**src/rtl/core/swp_pkg.sv**
```systemverilog
package swp_pkg;

	localparam int MAP_SIZE = 2048;

	// squared distance, Q.16, inside the brush it stays below 2^38
	localparam int D2_W     = 38;
	localparam int SQ_FRAC  = 16;
	localparam int SQ_N     = (D2_W + SQ_FRAC) / 2;
	// normalized distance quotient bits
	localparam int TQ_W     = 17;
	// sphere falloff root bits
	localparam int FS_N     = 17;
	// layer rescale quotient bits
	localparam int BQ_W     = 9;

	localparam logic [16:0] Q16_ONE    = 17'd65536;
	localparam logic [14:0] K035       = 15'd22938;
	localparam logic [18:0] RADIUS_MIN = 19'd256;

	typedef enum logic [1:0] {
		FALL_SMOOTH,
		FALL_LINEAR,
		FALL_SPHERE,
		FALL_SHARP
	} falloff_e;

	typedef enum logic [2:0] {
		CFG_CENTER_X,
		CFG_CENTER_Z,
		CFG_RADIUS,
		CFG_STRENGTH,
		CFG_LAYER,
		CFG_FALLOFF
	} cfg_idx_e;

	typedef struct packed {
		logic [18:0] center_x;
		logic [18:0] center_z;
		logic [18:0] radius;
		logic [16:0] strength;
		logic [1:0]  layer;
		falloff_e    falloff;
	} cfg_t;

	typedef struct packed {
		logic [3:0][7:0] wt;
		logic            cand;
	} pay_t;

	typedef struct packed {
		logic [3:0][7:0] wt;
		logic            touched;
	} res_t;

	typedef struct packed {
		logic [SQ_N+1:0] rem;
		logic [SQ_N-1:0] root;
	} sq_t;

	// one digit of a square root, two radicand bits in
	function automatic sq_t sqrt_step(input sq_t cur, input logic [1:0] pair);
		logic [SQ_N+1:0] sh;
		logic [SQ_N+1:0] trial;
		sq_t             nxt;
		sh    = {cur.rem[SQ_N-1:0], pair};
		trial = {cur.root, 2'b01};
		if (sh >= trial) begin
			nxt.rem  = sh - trial;
			nxt.root = {cur.root[SQ_N-2:0], 1'b1};
		end else begin
			nxt.rem  = sh;
			nxt.root = {cur.root[SQ_N-2:0], 1'b0};
		end
		return nxt;
	endfunction

endpackage

```
**src/rtl/core/swp_blend.sv**
```systemverilog
module swp_blend import swp_pkg::*; (
	input  logic        clk,
	input  logic        arst_n,
	input  logic        adv,
	input  cfg_t        cfg,
	input  logic        w_v,
	input  logic [14:0] w,
	input  pay_t        w_pay,
	output logic        res_v,
	output res_t        res
);

	logic [7:0]       wl;
	logic [9:0]       total;
	logic [2:0][7:0]  ow;

	logic             v_s1, v_s2, v_s3, v_s4;
	logic [7:0]       wl_s1;
	logic [9:0]       o_s1, o_s2, o_s3;
	logic [2:0][7:0]  ow_s1, ow_s2;
	logic [14:0]      w_s1;
	logic [1:0]       lay_s1, lay_s2, lay_s3;
	logic             tch_s1, tch_s2, tch_s3;
	logic [3:0][7:0]  wt_s1, wt_s2, wt_s3;
	logic [23:0]      tgt_s2;
	logic [2:0][16:0] m_s3;
	res_t             res_s4;

	logic [24:0]      tgtp;

	logic            bd_v_s   [BQ_W];
	logic [2:0][9:0] bd_rem_s [BQ_W];
	logic [2:0][8:0] bd_num_s [BQ_W];
	logic [2:0][8:0] bd_q_s   [BQ_W];
	logic [9:0]      bd_o_s   [BQ_W];
	logic [1:0]      bd_lay_s [BQ_W];
	logic            bd_tch_s [BQ_W];
	logic [3:0][7:0] bd_wt_s  [BQ_W];

	always_comb begin
		wl    = w_pay.wt[cfg.layer];
		total = 10'(w_pay.wt[0]) + 10'(w_pay.wt[1]) + 10'(w_pay.wt[2]) + 10'(w_pay.wt[3]);
		for (int j = 0; j < 3; j++) begin
			ow[j] = (2'(j) < cfg.layer) ? w_pay.wt[2'(j)] : w_pay.wt[2'(j + 1)];
		end
	end

	always_ff @(posedge clk or negedge arst_n) begin
		if (!arst_n) begin
			v_s1 <= 1'b0;
			v_s2 <= 1'b0;
			v_s3 <= 1'b0;
			v_s4 <= 1'b0;
		end else if (adv) begin
			v_s1 <= w_v;
			v_s2 <= v_s1;
			v_s3 <= v_s2;
			v_s4 <= bd_v_s[BQ_W-1];
		end
	end

	assign tgtp = (8'd255 - wl_s1) * (Q16_ONE - {2'b00, w_s1});

	always_ff @(posedge clk) begin
		if (adv) begin
			wl_s1  <= wl;
			o_s1   <= total - 10'(wl);
			ow_s1  <= ow;
			w_s1   <= w;
			lay_s1 <= cfg.layer;
			tch_s1 <= w_pay.cand && (w != '0);
			wt_s1  <= w_pay.wt;

			tgt_s2 <= tgtp[23:0];
			o_s2   <= o_s1;
			ow_s2  <= ow_s1;
			lay_s2 <= lay_s1;
			tch_s2 <= tch_s1;
			wt_s2  <= wt_s1;

			for (int j = 0; j < 3; j++) begin
				m_s3[j] <= 17'((33'(ow_s2[j]) * 33'(tgt_s2) + {8'd0, o_s2, 15'd0}) >> 16);
			end
			o_s3   <= o_s2;
			lay_s3 <= lay_s2;
			tch_s3 <= tch_s2;
			wt_s3  <= wt_s2;
		end
	end

	// rescale each other layer: quotient of the rounded numerator by their sum
	for (genvar k = 0; k < BQ_W; k++) begin : g_div
		logic            v_in;
		logic [2:0][9:0] rem_in;
		logic [2:0][8:0] num_in;
		logic [2:0][8:0] q_in;
		logic [9:0]      o_in;
		logic [1:0]      lay_in;
		logic            tch_in;
		logic [3:0][7:0] wt_in;
		logic [2:0][9:0] rem_nx;
		logic [2:0][8:0] q_nx;

		if (k == 0) begin : g_first
			assign v_in = v_s3;
			for (genvar j = 0; j < 3; j++) begin : g_lane
				assign rem_in[j] = {2'b00, m_s3[j][16:9]};
				assign num_in[j] = m_s3[j][8:0];
			end
			assign q_in   = '0;
			assign o_in   = o_s3;
			assign lay_in = lay_s3;
			assign tch_in = tch_s3;
			assign wt_in  = wt_s3;
		end else begin : g_next
			assign v_in   = bd_v_s[k-1];
			assign rem_in = bd_rem_s[k-1];
			assign num_in = bd_num_s[k-1];
			assign q_in   = bd_q_s[k-1];
			assign o_in   = bd_o_s[k-1];
			assign lay_in = bd_lay_s[k-1];
			assign tch_in = bd_tch_s[k-1];
			assign wt_in  = bd_wt_s[k-1];
		end

		always_comb begin
			logic [10:0] sh;
			for (int j = 0; j < 3; j++) begin
				sh        = {rem_in[j], num_in[j][BQ_W-1-k]};
				q_nx[j]   = q_in[j];
				if (sh >= {1'b0, o_in}) begin
					rem_nx[j]              = 10'(sh - {1'b0, o_in});
					q_nx[j][BQ_W-1-k]      = 1'b1;
				end else begin
					rem_nx[j]              = sh[9:0];
					q_nx[j][BQ_W-1-k]      = 1'b0;
				end
			end
		end

		always_ff @(posedge clk or negedge arst_n) begin
			if (!arst_n) begin
				bd_v_s[k] <= 1'b0;
			end else if (adv) begin
				bd_v_s[k] <= v_in;
			end
		end

		always_ff @(posedge clk) begin
			if (adv) begin
				bd_rem_s[k] <= rem_nx;
				bd_num_s[k] <= num_in;
				bd_q_s[k]   <= q_nx;
				bd_o_s[k]   <= o_in;
				bd_lay_s[k] <= lay_in;
				bd_tch_s[k] <= tch_in;
				bd_wt_s[k]  <= wt_in;
			end
		end
	end

	always_ff @(posedge clk) begin
		logic [2:0][7:0] v;
		logic [9:0]      sum;
		logic [7:0]      painted;
		logic [1:0]      lay;
		if (adv) begin
			lay = bd_lay_s[BQ_W-1];
			sum = '0;
			for (int j = 0; j < 3; j++) begin
				if (bd_o_s[BQ_W-1] == '0) begin
					v[j] = '0;
				end else if (bd_q_s[BQ_W-1][j] > 9'd255) begin
					v[j] = 8'd255;
				end else begin
					v[j] = bd_q_s[BQ_W-1][j][7:0];
				end
				sum = sum + 10'(v[j]);
			end
			painted = (sum > 10'd255) ? 8'd0 : 8'(10'd255 - sum);
			res_s4.touched <= bd_tch_s[BQ_W-1];
			for (int i = 0; i < 4; i++) begin
				if (!bd_tch_s[BQ_W-1]) begin
					res_s4.wt[i] <= bd_wt_s[BQ_W-1][i];
				end else if (2'(i) == lay) begin
					res_s4.wt[i] <= painted;
				end else if (2'(i) < lay) begin
					res_s4.wt[i] <= v[2'(i)];
				end else begin
					res_s4.wt[i] <= v[2'(i - 1)];
				end
			end
		end
	end

	assign res_v = v_s4;
	assign res   = res_s4;

endmodule

```
**config.mk**
```make
export PLATFORM = sky130hd
export DESIGN_NAME = swp_blend
export DESIGN_NICKNAME = d
export VERILOG_FILES = /design/src/rtl/core/swp_pkg.sv /design/src/rtl/core/swp_blend.sv
export SDC_FILE = /design/constraint.sdc
export NUM_CORES = 2
export LEC_CHECK = 0
export ABC_AREA = 1
export BUFFER_PORTS_ARGS = -buffer_cell sky130_fd_sc_hd__buf_2
export CORE_MARGIN = 8
export CORE_UTILIZATION = 40
export DETAILED_ROUTE_END_ITERATION = 8
export PLACE_DENSITY = 0.59
export SYNTH_ARGS = -nofsm -noshare
export SYNTH_HDL_FRONTEND = slang
export SYNTH_SLANG_ARGS = --single-unit
```
**constraint.sdc**
```tcl
create_clock -name clk -period 9.5 [get_ports clk]
set_input_delay 0 -clock clk [delete_from_list [all_inputs] [get_ports clk]]
set_output_delay 0 -clock clk [all_outputs]
set_load 0.005 [all_outputs]
```
==> reports/metrics.yaml <==
clk_path_buf_depth: 3
cp.arrival_ps: 6340
period_share: 0.624
crit_top_cell: "inv_1"
fin_crit_ps: 5930
maxSlewHeadroom: 0.260
hold_ws_ps: 61.2
drcViolationCount: 0
io-pin-count: 164
maxCapViolations: 0
cts-buffers-inserted: 100
post_cts_buffers: 0
setup_viol: 0
num-fill-cells: 14274
final_util: 0.446
critPathMaxFanout: 7
final_common_cell: "inv_1"
hold_viol_final: 0
grt_usage: 0.158
insertion_delay_ps: 710
root_buffer: "clkbuf_16"
cp-end-kind: "flip-flop"
die_area_mm2: 0.165
min_path_type: "input port to flip-flop"
yosys_warnings: 0
maxSlewViolCount: 0
ff2ff_setup_slack_ps: 3570
status: "finished, final reports clean"
seqCellArea_mm2: 0.0301
die_h_um: 407
setup_slack_ps: 3570
core-area_mm2: 0.152
start_util: 0.402
clk_pin_slew_ps: 60
hold_path_startpoint: "w_pay[12]"
synth_nets: 6739
grt_pass1_wl_mm: 211
clock-sinks: 1005
hold_end: "ow_s1[11]$_DFFE_PP_"
gp_congestion: 0.871
skew_ps: 51.7
die_width_um: 407
dpl_worst_slack_ps: 3610
synth_ff_type: "edfxtp_1"
post_synth_num_cell_types: 52
grt_pass1_vias: 40200
ys_ff_latch: 1005
ys_seq_area_frac: 0.494
grt_max_degree: 195
final.setup.tns_ps: 0
drt-initial-drc-count: 2344
use_met3: 0.0235
worstMarginPinSlew_ps: 1110
cp_slowest_cell: "fa_1"
worstPathCellList: "inv_1, ha_1, nand4_1, nor3_1, nand2_1, o21ai_0, nand2_1, inv_1, nand2_1, fa_1, inv_1, fa_1, fa_1, inv_1, fa_1, inv_1, ha_1, nand2_1, nor4_1, nand4_1, nand3_1, xor2_1"
io_buffers: 87
rsz0062_at_grt: "no"
synth_edf_count: 992
use_met1: 0.209
htreeDepth: 3
drt-total-wl_mm: 129
area_growth_pct: 10.8
r2r-start: "w_s1[0]$_DFFE_PP_"
layout.nets: 6879
grt.busiest_layer: "met2"
drt_pass1_iterations: 7
max_stage_delay_ps: 550
cp.required_ps: 9910
grt_remaining_overflow: 0
syn-cell-area_mm2: 0.0610
antenna_found_initial: 5
max_freq_mhz: 169
rr_endpoint: "tgt_s2[21]$_DFFE_PP_"
vias_per_cell: 4.83
final_cell_mix: "1183 x inv_1, 1118 x nand2_1, 992 x edfxtp_1"
std_cell_rows: 143
final_antenna_net_count: 0
netlist_instances: 5808
syn_area_per_cell_um2: 10.5
via_count: 38930
met2_usage: 0.267
min_path_cells: 2
drive_above_1_share: 0.0535
tritoncts: "built"
dpl.hpwl_mm: 98.4
crit_type: "flip-flop to flip-flop"
critPathLaunchType: "flip-flop"
post_drt_wl_per_cell_um: 16.0
synth-async-reset-ratio: 0.0129
r2r_cells: 22
multiInputGateArea_mm2: 0.0258
## cells by family (layout without fill, tap and decap cells)
family          count (synthesis)  count (layout)  synth area share
simple gates                 1773            1773             0.119
other cells                     0               1                 0
mux                             1               1          0.000185
xor+xnor                      157             157            0.0225
compound gates                741             741            0.0668
buf+inv                      1330            1555            0.0831
flops                        1005            1005             0.494
fa+ha+maj                     801             801             0.215
## critical path: cells and delay by family (launching register included)
| family | cells | cell delay, ps |
|---|---|---|
| buffers and inverters | 5 | 540 |
| and+or+nand+nor | 9 | 1800 |
| xor gates and xnor gates | 1 | 90 |
| adders and majority gates | 6 | 2660 |
| AOI/OAI and AO/OA | 1 | 160 |
| DFF | 1 | 430 |
## metal layers
layer  wire [µm]  share of wire
met2       61000           0.47
met4        4710          0.036
met3        5650          0.044
met5          41        0.00032
met1       58000           0.45
## sequential cells by signal, summed over array words and instances, names as in the netlist, 18 cells and up
| name | cells |
|---|---|
| g_div.wt_in | 32 |
| bd_o_s | 90 |
| bd_wt_s | 288 |
| tgt_s2 | 24 |
| bd_q_s | 90 |
| bd_num_s | 72 |
| wt_s2 | 24 |
| bd_lay_s | 18 |
| wt_s1 | 24 |
| g_div.num_in | 18 |
| res | 33 |
| bd_rem_s | 160 |
## stage by stage
step           cells  cell area (µm²)
2_1_floorplan   5808            61000
3_3_place_gp    7817            63600
3_5_place_dp    7817            63600
4_1_cts         8063            67600
5_1_grt         8064            67600
6_report        8064            67600
## worst max-delay path by stage
stage               slack, ps         startpoint              endpoint  cells past startpoint
global route             3090  w_s1[0]$_DFFE_PP_  tgt_s2[17]$_DFFE_PP_                     24
finish                   3570  w_s1[0]$_DFFE_PP_  tgt_s2[21]$_DFFE_PP_                     22
global placement         3640  w_s1[0]$_DFFE_PP_  tgt_s2[20]$_DFFE_PP_                     24
detailed placement       3610  w_s1[0]$_DFFE_PP_  tgt_s2[20]$_DFFE_PP_                     24
floorplan                4320  w_s1[0]$_DFFE_PP_  tgt_s2[19]$_DFFE_PP_                     22
CTS                      3610  w_s1[0]$_DFFE_PP_  tgt_s2[20]$_DFFE_PP_                     24
## synth_stat cells, types with 12 or more instances
library cell,n,area (µm²)
ha_1,389,4870
a211oi_1,12,90.1
dfrtp_1,13,325
nand4_1,53,332
o21ai_0,245,1230
xnor2_1,38,333
o211ai_1,15,113
a31oi_1,17,106
inv_1,1183,4440
o21bai_1,27,203
clkbuf_1,106,398
nand2_1,1118,4200
nand3_1,128,641
a21o_1,14,105
inv_2,15,56.3
edfxtp_1,992,29800
buf_2,14,70.1
fa_1,412,8250
o21a_1,19,143
o21ai_1,13,65.1
a21oi_1,338,1690
o21ai_2,15,131
nor2_1,361,1360
xor2_1,119,1040
nor3_1,54,270
## repair_timing
item | CTS | global route
endpoints found under the hold margin | 165 | 0
gates resized for setup | 0 | 0
hold buffers | 59 | 0
endpoints found under the setup margin | 0 | 0
## cell type report
class / instances / area share
repair buffers: 170 / 0.0184
clock inverters: 68 / 0.0122
flip-flops and latches: 1005 / 0.445
diodes: 1 / 0.0000370
well taps: 2030 / 0.0376
inverters: 1198 / 0.0665
clock buffers: 119 / 0.0381
multi-input cells: 3473 / 0.382
Power is not shown: default switching activity piles up to over one toggle a cycle in this logic, so the estimate is an artifact.
